**src/design/omf_dh_pkg.sv**
```systemverilog
// shared types, constants and rotate helpers for the dictionary hash block
package omf_dh_pkg;

	localparam logic [7:0] CASE_BIT = 8'h20;
	localparam logic [5:0] BUCKETS = 6'd37;
	// floor(x / 37) equals (x * BUCKET_RECIP) >> 21 for any 16-bit x
	localparam logic [15:0] BUCKET_RECIP = 16'd56680;
	localparam int unsigned Q_DEPTH = 2;
	localparam int unsigned Q_AW = 1;

	typedef struct packed {
		logic [15:0] page_class;
		logic [15:0] page_inc;
		logic [15:0] bucket_class;
		logic [15:0] bucket_inc;
		logic        too_long;
	} hash_entry_t;

	typedef enum logic [1:0] {
		BK_IDLE,
		BK_RUN,
		BK_HOLD
	} back_state_t;

	// rotate left by 2*k
	function automatic logic [15:0] rotl2k(input logic [15:0] v, input logic [2:0] k);
		logic [31:0] d;
		d = {v, v} << {k, 1'b0};
		return d[31:16];
	endfunction

	// rotate right by 2*k
	function automatic logic [15:0] rotr2k(input logic [15:0] v, input logic [2:0] k);
		logic [31:0] d;
		d = {v, v} >> {k, 1'b0};
		return d[15:0];
	endfunction

endpackage

```
**src/design/omf_dh_front.sv**
```systemverilog
// front end: per-byte hash accumulators, builds one entry per name
module omf_dh_front #(
	parameter int unsigned MAX_NAME_LEN = 255
) (
	input  logic                     clk,
	input  logic                     arst_n,
	input  logic                     accept,
	input  logic [7:0]               name_byte,
	input  logic                     last_byte,
	output logic                     entry_push,
	output omf_dh_pkg::hash_entry_t  entry
);

	localparam logic [16:0] MAX_LEN = 17'(MAX_NAME_LEN);

	logic [15:0] rotl_sum_q, rotr_sum_q, rotl_chain_q, rotr_chain_q, cnt_q;
	logic        flag_q;

	logic [15:0] c, rotl_sum_d, rotr_sum_d, n, seed;
	logic [2:0]  k2;
	logic        cnt_ok, chain_upd;

	always_comb begin
		c = {8'h00, name_byte | omf_dh_pkg::CASE_BIT};
		cnt_ok = {1'b0, cnt_q} < MAX_LEN;
		chain_upd = cnt_ok && !last_byte && (({1'b0, cnt_q} + 17'd1) < MAX_LEN);
		rotl_sum_d = cnt_ok ? (rotl_sum_q ^ omf_dh_pkg::rotl2k(c, cnt_q[2:0])) : rotl_sum_q;
		rotr_sum_d = cnt_ok ? (rotr_sum_q ^ omf_dh_pkg::rotr2k(c, cnt_q[2:0])) : rotr_sum_q;
		n = cnt_ok ? (cnt_q + 16'd1) : cnt_q;
		seed = n | {8'h00, omf_dh_pkg::CASE_BIT};
		k2 = n[2:0] - 3'd1;
		entry.page_class = omf_dh_pkg::rotl2k(seed, k2) ^ rotl_chain_q;
		entry.bucket_inc = omf_dh_pkg::rotr2k(seed, k2) ^ rotr_chain_q;
		entry.page_inc = rotl_sum_d;
		entry.bucket_class = rotr_sum_d;
		entry.too_long = flag_q | ~cnt_ok;
		entry_push = accept & last_byte;
	end

	always_ff @(posedge clk or negedge arst_n) begin
		if (!arst_n) begin
			rotl_sum_q <= '0;
			rotr_sum_q <= '0;
			rotl_chain_q <= '0;
			rotr_chain_q <= '0;
			cnt_q <= '0;
			flag_q <= 1'b0;
		end else if (accept) begin
			if (last_byte) begin
				rotl_sum_q <= '0;
				rotr_sum_q <= '0;
				rotl_chain_q <= '0;
				rotr_chain_q <= '0;
				cnt_q <= '0;
				flag_q <= 1'b0;
			end else begin
				rotl_sum_q <= rotl_sum_d;
				rotr_sum_q <= rotr_sum_d;
				cnt_q <= n;
				flag_q <= entry.too_long;
				if (chain_upd) begin
					rotl_chain_q <= c ^ omf_dh_pkg::rotl2k(rotl_chain_q, 3'd1);
					rotr_chain_q <= c ^ omf_dh_pkg::rotr2k(rotr_chain_q, 3'd1);
				end
			end
		end
	end

endmodule

```
**src/design/omf_dh_queue.sv**
```systemverilog
// short queue of finished name hashes between front and back end
module omf_dh_queue (
	input  logic                     clk,
	input  logic                     arst_n,
	input  logic                     push,
	input  omf_dh_pkg::hash_entry_t  wr_entry,
	input  logic                     pop,
	output omf_dh_pkg::hash_entry_t  rd_entry,
	output logic                     full,
	output logic                     empty
);

	omf_dh_pkg::hash_entry_t         slot_q [omf_dh_pkg::Q_DEPTH];
	logic [omf_dh_pkg::Q_AW-1:0]     wr_ptr_q, rd_ptr_q;
	logic [omf_dh_pkg::Q_AW:0]       count_q;

	assign full = count_q == (omf_dh_pkg::Q_AW+1)'(omf_dh_pkg::Q_DEPTH);
	assign empty = count_q == '0;
	assign rd_entry = slot_q[rd_ptr_q];

	always_ff @(posedge clk) begin
		if (push) begin
			slot_q[wr_ptr_q] <= wr_entry;
		end
	end

	always_ff @(posedge clk or negedge arst_n) begin
		if (!arst_n) begin
			wr_ptr_q <= '0;
			rd_ptr_q <= '0;
			count_q <= '0;
		end else begin
			if (push) begin
				wr_ptr_q <= wr_ptr_q + 1'b1;
			end
			if (pop) begin
				rd_ptr_q <= rd_ptr_q + 1'b1;
			end
			case ({push, pop})
				2'b10: count_q <= count_q + 1'b1;
				2'b01: count_q <= count_q - 1'b1;
				default: count_q <= count_q;
			endcase
		end
	end

endmodule

```
**src/design/omf_dh_back.sv**
```systemverilog
// back end: bit-serial remainders by page count, reciprocal remainders by 37, result register
module omf_dh_back (
	input  logic                     clk,
	input  logic                     arst_n,
	input  logic [15:0]              page_count,
	input  logic                     q_empty,
	input  omf_dh_pkg::hash_entry_t  q_entry,
	output logic                     q_pop,
	input  logic                     pop,
	output logic                     empty,
	output logic [15:0]              page_index,
	output logic [15:0]              page_step,
	output logic [5:0]               bucket_index,
	output logic [5:0]               bucket_step,
	output logic                     name_too_long
);

	omf_dh_pkg::back_state_t state_q, state_d;

	logic [15:0] div_q;
	logic [15:0] pi_num_q, ps_num_q, bi_num_q, bs_num_q;
	logic [15:0] pi_rem_q, ps_rem_q;
	logic [10:0] bi_quo_q, bs_quo_q;
	logic [5:0]  bi_rem_q, bs_rem_q;
	logic        flag_q;
	logic [3:0]  step_q;

	logic [16:0] pi_t, ps_t;
	logic [15:0] pi_n, ps_n;
	logic [31:0] bi_prod, bs_prod;
	logic [15:0] bi_diff, bs_diff;

	// one restoring remainder step for the two page values
	always_comb begin
		pi_t = {pi_rem_q, pi_num_q[15]};
		ps_t = {ps_rem_q, ps_num_q[15]};
		pi_n = (pi_t >= {1'b0, div_q}) ? 16'(pi_t - {1'b0, div_q}) : pi_t[15:0];
		ps_n = (ps_t >= {1'b0, div_q}) ? 16'(ps_t - {1'b0, div_q}) : ps_t[15:0];
	end

	// remainder by 37 through a reciprocal multiply, quotient registered first
	always_comb begin
		bi_prod = {16'd0, bi_num_q} * {16'd0, omf_dh_pkg::BUCKET_RECIP};
		bs_prod = {16'd0, bs_num_q} * {16'd0, omf_dh_pkg::BUCKET_RECIP};
		bi_diff = bi_num_q - ({5'd0, bi_quo_q} * {10'd0, omf_dh_pkg::BUCKETS});
		bs_diff = bs_num_q - ({5'd0, bs_quo_q} * {10'd0, omf_dh_pkg::BUCKETS});
	end

	always_comb begin
		state_d = state_q;
		case (state_q)
			omf_dh_pkg::BK_IDLE: if (!q_empty) state_d = omf_dh_pkg::BK_RUN;
			omf_dh_pkg::BK_RUN: if (step_q == '0) state_d = omf_dh_pkg::BK_HOLD;
			omf_dh_pkg::BK_HOLD: if (pop) state_d = omf_dh_pkg::BK_IDLE;
			default: state_d = omf_dh_pkg::BK_IDLE;
		endcase
	end

	always_comb begin
		q_pop = 1'b0;
		empty = 1'b1;
		case (state_q)
			omf_dh_pkg::BK_IDLE: q_pop = !q_empty;
			omf_dh_pkg::BK_HOLD: empty = 1'b0;
			default: begin
				q_pop = 1'b0;
				empty = 1'b1;
			end
		endcase
	end

	assign page_index = pi_rem_q;
	assign page_step = (ps_rem_q == '0) ? 16'd1 : ps_rem_q;
	assign bucket_index = bi_rem_q;
	assign bucket_step = (bs_rem_q == '0) ? 6'd1 : bs_rem_q;
	assign name_too_long = flag_q;

	always_ff @(posedge clk or negedge arst_n) begin
		if (!arst_n) begin
			state_q <= omf_dh_pkg::BK_IDLE;
			step_q <= '0;
		end else begin
			state_q <= state_d;
			if (q_pop) begin
				step_q <= 4'hF;
			end else if (state_q == omf_dh_pkg::BK_RUN) begin
				step_q <= step_q - 4'd1;
			end
		end
	end

	always_ff @(posedge clk) begin
		if (q_pop) begin
			div_q <= (page_count == '0) ? 16'd1 : page_count;
			pi_num_q <= q_entry.page_class;
			ps_num_q <= q_entry.page_inc;
			bi_num_q <= q_entry.bucket_class;
			bs_num_q <= q_entry.bucket_inc;
			flag_q <= q_entry.too_long;
			pi_rem_q <= '0;
			ps_rem_q <= '0;
			bi_rem_q <= '0;
			bs_rem_q <= '0;
		end else if (state_q == omf_dh_pkg::BK_RUN) begin
			pi_num_q <= {pi_num_q[14:0], 1'b0};
			ps_num_q <= {ps_num_q[14:0], 1'b0};
			pi_rem_q <= pi_n;
			ps_rem_q <= ps_n;
			if (step_q == 4'hF) begin
				bi_quo_q <= bi_prod[31:21];
				bs_quo_q <= bs_prod[31:21];
			end
			if (step_q == 4'hE) begin
				bi_rem_q <= bi_diff[5:0];
				bs_rem_q <= bs_diff[5:0];
			end
		end
	end

`ifndef NO_ASSERTIONS
	a_run_ends: assert property (@(posedge clk) disable iff (!arst_n)
		(state_q == omf_dh_pkg::BK_RUN && step_q == '0) |=> (state_q == omf_dh_pkg::BK_HOLD))
		else $error("remainder run did not end in hold");
	a_bucket_range: assert property (@(posedge clk) disable iff (!arst_n)
		(state_q == omf_dh_pkg::BK_HOLD) |->
		(bi_rem_q < omf_dh_pkg::BUCKETS && bs_rem_q < omf_dh_pkg::BUCKETS))
		else $error("bucket remainder out of range");
	a_page_range: assert property (@(posedge clk) disable iff (!arst_n)
		(state_q == omf_dh_pkg::BK_HOLD) |-> (pi_rem_q < div_q && ps_rem_q < div_q))
		else $error("page remainder not below page count");
	a_pop_only_idle: assert property (@(posedge clk) disable iff (!arst_n)
		q_pop |-> (state_q == omf_dh_pkg::BK_IDLE && !q_empty))
		else $error("queue popped outside idle");
`endif

endmodule

```
**src/design/omf_dictionary_hash.sv**
```systemverilog
// top level of the library dictionary hash block
// Name bytes are taken one per cycle, first to last, with last_byte on the final
// byte; each byte is hashed by the front end in the cycle it is accepted. A closed
// name goes into a two-entry queue, and the back end then reduces it with a
// bit-serial remainder unit for the page count, while the remainders by 37 come
// from a reciprocal multiply alongside: each name is loaded, taken through 16
// remainder steps and then held on the result ports until it is popped. Bytes
// keep streaming while the queue has room; full goes high only when two
// finished names wait behind the back end.
// page_count is written through the cfg channel, which is always ready.
module omf_dictionary_hash #(
	parameter int unsigned MAX_NAME_LEN = 255
) (
	input  logic        clk,
	input  logic        arst_n,
	input  logic        cfg_valid,
	output logic        cfg_ready,
	input  logic [15:0] cfg_data,
	input  logic        push,
	output logic        full,
	input  logic [7:0]  name_byte,
	input  logic        last_byte,
	output logic        empty,
	input  logic        pop,
	output logic [15:0] page_index,
	output logic [15:0] page_step,
	output logic [5:0]  bucket_index,
	output logic [5:0]  bucket_step,
	output logic        name_too_long
);

	logic [15:0]             page_count_q;
	logic                    accept, entry_push, q_pop, q_empty, out_pop;
	omf_dh_pkg::hash_entry_t new_entry, head_entry;

	assign cfg_ready = 1'b1;
	assign accept = push & ~full;
	assign out_pop = pop & ~empty;

	always_ff @(posedge clk or negedge arst_n) begin
		if (!arst_n) begin
			page_count_q <= 16'd1;
		end else if (cfg_valid && cfg_ready) begin
			page_count_q <= cfg_data;
		end
	end

	omf_dh_front #(
		.MAX_NAME_LEN(MAX_NAME_LEN)
	) u_front (
		.clk(clk),
		.arst_n(arst_n),
		.accept(accept),
		.name_byte(name_byte),
		.last_byte(last_byte),
		.entry_push(entry_push),
		.entry(new_entry)
	);

	omf_dh_queue u_queue (
		.clk(clk),
		.arst_n(arst_n),
		.push(entry_push),
		.wr_entry(new_entry),
		.pop(q_pop),
		.rd_entry(head_entry),
		.full(full),
		.empty(q_empty)
	);

	omf_dh_back u_back (
		.clk(clk),
		.arst_n(arst_n),
		.page_count(page_count_q),
		.q_empty(q_empty),
		.q_entry(head_entry),
		.q_pop(q_pop),
		.pop(out_pop),
		.empty(empty),
		.page_index(page_index),
		.page_step(page_step),
		.bucket_index(bucket_index),
		.bucket_step(bucket_step),
		.name_too_long(name_too_long)
	);

endmodule
```
**config.mk**
```make
export PLATFORM = sky130hd
export DESIGN_NAME = omf_dictionary_hash
export DESIGN_NICKNAME = d
export VERILOG_FILES = /design/src/design/omf_dh_pkg.sv /design/src/design/omf_dh_front.sv /design/src/design/omf_dh_queue.sv /design/src/design/omf_dh_back.sv /design/src/design/omf_dictionary_hash.sv
export SDC_FILE = /design/constraint.sdc
export NUM_CORES = 1
export LEC_CHECK = 0
export ABC_AREA = 0
export BUFFER_PORTS_ARGS = -buffer_cell sky130_fd_sc_hd__buf_2
export CORE_MARGIN = 2
export CORE_UTILIZATION = 25
export CTS_BUF_LIST = sky130_fd_sc_hd__clkbuf_8
export CTS_CLUSTER_DIAMETER = 40
export DETAILED_ROUTE_END_ITERATION = 10
export GPL_TIMING_DRIVEN = 0
export PLACE_DENSITY = 0.42
export SYNTH_ARGS = -nofsm -noshare
export SYNTH_HDL_FRONTEND = slang
export SYNTH_HIERARCHICAL = 1
export SYNTH_SLANG_ARGS = --single-unit
```
**constraint.sdc**
```tcl
create_clock -name clk -period 9.5 [get_ports clk]
set_input_delay 0.475 -clock clk [delete_from_list [all_inputs] [get_ports clk]]
set_output_delay 0.475 -clock clk [all_outputs]
set_load 0.05 [all_outputs]
```
Word level (Yosys, flattened, before mapping). Memory sizes are Yosys's and may differ from the RTL's. Cells that the tools add are included.

Bitwise logic cells: 13. Add/subtract/negate cells: 12. Reduce and logical (&&, ||, !) cells: 19. Multiplexer cells: 30. Magnitude comparators: 4. Shift-type cells: 4. Equality and inequality tests: 10. $mul: 4.

Operators with widths (count): 16-bit 2-to-1 mux (17); 16-bit XOR (4); 16-bit by 13-bit multiplier with 29-bit output, second input constant (2); 17-bit by 16-bit >= comparator with 1-bit output (2); 16-bit logical NOT (2); 24-bit by 4-bit left shift with 32-bit output (1); 32-bit by 4-bit left shift with 32-bit output (1); 32-bit by 4-bit >> shifter with 16-bit output (1); 16-bit subtractor (2); 8-bit by 16-bit XOR with 16-bit output (2); 24-bit by 4-bit >> shifter with 16-bit output (1); 11-bit by 6-bit multiplier with 6-bit output, second input constant (2); 16-bit by 1-bit adder with 17-bit output, second input constant (1); 17-bit by 8-bit < comparator with 1-bit output, second input constant (1); 16-bit by 1-bit adder with 16-bit output, second input constant (1); 16-bit by 8-bit < comparator with 1-bit output, second input constant (1); 6-bit subtractor (2); 4-bit == test, second input constant (2); 4-bit 2-to-1 mux (2); 2-bit nonzero test (4); 2-bit == test, second input constant (3); 6-bit logical NOT (1); 2-bit 2-to-1 mux (3); 6-bit 2-to-1 mux (1); other kinds (20) (37).

Register bits: 254. Logic and storage cells: 122. RAM bits: 130. Memories kept: 1. Output and inout bits: 48. Input port bits: 30.

Memories: u_queue.slot_q (depth 2, bits a word 65, rd ports 1, clocked after memory_dff 0, wr ports 1, RTL line omf_dh_queue.sv:13) `omf_dh_pkg::hash_entry_t slot_q [omf_dh_pkg::Q_DEPTH];`.

Longest topological paths before layout.
Depth after elaboration: 6. Gate-level depth with buffers: 20. Depth with buffers taken out: 20.

By module. Netlist, hierarchy kept.

By module, submodules not included: omf_dh_back (area each 14739.1 um^2, seq. area each 3823.7 um^2, cells an instance 1492, times used 1); omf_dh_front (area each 6234.7 um^2, seq. area each 2026.9 um^2, cells an instance 759, times used 1); omf_dh_queue (area each 5036.1 um^2, seq. area each 4003.8 um^2, cells an instance 218, times used 1); omf_dictionary_hash (area each 674.4 um^2, seq. area each 401.6 um^2, cells an instance 38, times used 1).

Worst setup path after synthesis. OpenSTA, ideal clock, no wires.

Path kind: register to register. From: register u_back.bi_num_q[4]. To: register u_back.bi_quo_q[5], data pin. Arrival time: 4.841 ns. Cell stages (with the launch flop): 21. Clock period less this slack: 5.099 ns. Buffers on the path: 0. Path slack: 4.401 ns. Setup time: 0.258 ns. Required time: 9.242 ns. Path through: edfxtp_1 inv_1 fa_1 inv_1 ha_1 inv_1 fa_1 inv_1 fa_1 inv_1 fa_1 inv_1 ha_1 a211oi_1 o221ai_1 a221oi_1 a31oi_1 o21a_1 o21a_1 nor2_1 xnor2_1.

Longest elaborated chain between the ends: 1.

RTL lines: start: declaration (RTL line omf_dh_back.sv:21) `logic [15:0] pi_num_q, ps_num_q, bi_num_q, bs_num_q;`; start signal: assignment (RTL line omf_dh_back.sv:97) `bi_num_q <= q_entry.bucket_class;`; 16-bit by 13-bit multiplier with 29-bit output (RTL line omf_dh_back.sv:43) `bi_prod = {16'd0, bi_num_q} * {16'd0, omf_dh_pkg::BUCKET_RECIP};`; named net u_back.bi_prod[26] (RTL line omf_dh_back.sv:30) `logic [31:0] bi_prod, bs_prod;`; end signal: assignment (RTL line omf_dh_back.sv:110) `bi_quo_q <= bi_prod[31:21];`; end: declaration (RTL line omf_dh_back.sv:23) `logic [10:0] bi_quo_q, bs_quo_q;`.

The timed path passes the listed nets, and every way through them passes these cells. A chain may end at the register's enable or synchronous reset.

Final worst setup path. Ends and elaborated chain as after synthesis.

==> metrics.yaml <==
path_class: "reg -> reg"
routed-wl-met2_um: 32500
fmax_mhz: 170
ys_seq_area_share_pct: 38.4
areaGrowthSynthToFinish_pct: 15.1
syn_area_sq_mm: 0.0267
hold_class: "in -> reg"
portBuffers: 70
die_h_um: 331
synth_simple_gate_area_share_pct: 8.72
period_minus_slack_ps: 5890
first_pass_iters: 5
synthAdderAreaFrac_pct: 22.8
cts-resized-gates: 0
yosysWarningCount: 6
status: "completed"
rows: 119
grt_start_max_net_pins: 86
cts_sinks: 374
synthMuxAreaShare_pct: 6.57
worst_skew_pair.late_latency_ps: 670
hpwl_um: 54300
postCtsSetupBuffers: 0
clk_pin_slew_worst_paths_ps: 50
layout.nets: 3091
yosys-top-cells-area: "edfxtp_1 25%, fa_1 13%, ha_1 10%, dfrtp_1 9.9%, inv_1 5.9%"
wl_per_cell_um: 17.1
endpoint_kind: "register"
num_io_pins: 78
synth_edf_count: 223
final_cell_mix: "450 x inv_1, 232 x nand2_1, 223 x edfxtp_1, 214 x ha_1, 170 x fa_1"
routed_wl_um: 70600
initial_utilization_pct: 25.3
synth_largest_area_cell: "edfxtp_1"
min_from: "cfg_data[3]"
clockRootBuffer: "clkbuf_8"
synthesis.nets: 2921
die_w_um: 331
fin_crit_sh_pct: 62.0
cap_violations: 0
fp.dieArea_sq_mm: 0.109
hold_viol_final: 0
r2r_start: "u_back/bi_num_q[4]"
wl_met1_um: 33300
antenna_found_initial: 1
core_sq_mm: 0.106
grt_pass1_wl_um: 110000
layout_commonest_cell: "inv_1"
drive_gt1_share_pct: 12.4
cts_tree: "yes"
drc: 0
detailedRoute.firstIterationViolations: 1000
cp_cell_sequence: "inv_1 > fa_1 > inv_1 > ha_1 > inv_1 > fa_1 > inv_1 > fa_1 > inv_1 > fa_1 > inv_1 > ha_1 > a211oi_1 > o221ai_1 > a221oi_1 > a31oi_1 > o21a_1 > o21a_1 > nor2_1 > xnor2_1"
viasPerCell: 4.37
grt_pass1_vias: 18800
synth.distinct_cells: 92
setup_violations: 0
worstSetupStartpoint: "u_back/bi_num_q[4]"
synth-compound-area-share_pct: 9.83
layoutNonFillerInstCount: 4137
synth_cells: 2507
track_usage_pct: 13.1
wl_met3_um: 2470
grt-ovfl-total: 0
gp_congestion: 0.901
vias: 18100
worst_setup_path_start_kind: "register"
cts_max_level: 3
critPathMaxStageDelay_ps: 670
cp_common_cell: "inv_1"
cp.arrival_ps: 6310
drv_slew: 0
tightest_slew_ps: 1110
setup_slack_ps: 3610
dp.cells: 3973
crit_required_ps: 9920
cts_made_buffers: 81
postLayoutCoreUtil_pct: 29.1
antenna_left: 0
async_flop_share_pct: 28.6
rsz0062_at_grt: "false"
synth_top_family_by_area: "adder cells"
cp_slowest_cell: "a221oi_1"
synthFlopType: "edfxtp_1"
avgSynthCellArea_sq_um: 10.6
dp_slack_ps: 3540
synth_xor_area_share_pct: 5.48
clockBufferDepth: 3
setup_tns_ps: 0
synth_top_area_share_pct: 25.1
routed.top_layer: "met4"
fin_skew_ps: 37.8
worst-path-max-fanout: 7
cts_hold_buf: 12
relSlewSlack_pct: 25.7
synth_seq_cells: 374
## area by class of cell
| cell class | instances | area [sq um] |
|---|---|---|
| Tap cell | 1391 | 1740 |
| Inverter | 421 | 1580 |
| Buffer | 128 | 599 |
| Fill cell | 11100 | 74900 |
| Clock inverter | 64 | 475 |
| Clock buffer | 87 | 1200 |
| Multi-Input combinational cell | 1584 | 14300 |
| Timing Repair Buffer | 87 | 592 |
| Sequential cell | 374 | 10300 |
| Antenna cell | 1 | 2.50 |
## per-layer routing
| layer | vias up | GRT usage, % |
|---|---|---|
| li1 | 8794 | - |
| met1 | 8815 | 17.9 |
| met2 | 345 | 20.9 |
| met3 | 118 | 1.78 |
| met4 | 0 | 4.97 |
| met5 | - | 0 |
## Yosys cell counts, types with 51 or more instances
cell type  count
fa_1         170
o21ai_0       79
a21oi_1       70
nor2_1        75
edfxtp_1     223
mux2_4        51
clkbuf_1      92
xnor2_1      124
dfrtp_1      106
inv_1        421
nand2_1      232
ha_1         214
## per-stage QoR
| step | hold slack, ps | cell area, sq um |
|---|---|---|
| 2_1_floorplan | 179 | 26700 |
| 3_3_place_gp | 467 | 28800 |
| 3_5_place_dp | 354 | 28900 |
| 4_1_cts | 0.810 | 30700 |
| 5_1_grt | 13.4 | 30700 |
| 6_report | 75.8 | 30700 |
## worst max-delay path, delay by kind of cell (launching register included)
kind            cells  cell delay, ps
compound gates      6            1750
xor+xnor            1              80
fa+ha+maj           6            2670
buf+inv             6             450
flops               1             570
simple gates        1             120
## registers in the layout (all words and copies together), names as in the netlist, 6 cells and up
signal / count
u_back/bi_quo_q: 6
u_back/bucket_index: 6
u_queue/slot_q: 130
u_front/cnt_q: 16
u_front/rotr_chain_q: 16
page_count_q: 16
u_back/page_index: 16
u_back/pi_num_q: 16
u_front/rotr_sum_q: 16
u_back/div_q: 16
u_back/bs_quo_q: 6
u_back/bi_num_q: 16
u_front/rotl_sum_q: 16
u_back/bs_num_q: 16
u_back/ps_rem_q: 16
u_back/ps_num_q: 16
u_back/bs_rem_q: 6
u_front/rotl_chain_q: 16
## path summary, 6_finish.rpt
kind	endpoint	slack [ps]	depth (start not counted)
worst max-delay path	u_back/bi_quo_q[5]	3610	20
max in group asynchronous	u_queue/wr_ptr_q	8490	3
worst max register to register	u_back/bi_quo_q[5]	3610	20
worst min register to register	u_queue/count_q[1]	490	1
min in group asynchronous	page_count_q[11]	250	2
worst min-delay path	page_count_q[3]	80	2
## cell families (layout without fill, tap and decap cells)
family	count (synthesis)	count (layout)
AOI/OAI and AO/OA	400	400
xor gates and xnor gates	167	167
adders and majority gates	384	384
buffers and inverters	549	787
DFF	374	374
muxes	142	142
other	1	2
and+or+nand+nor	490	490
Power is left out: the tool's default activity adds up to more than one toggle a clock period on the data nets, which glitch-free logic cannot reach.
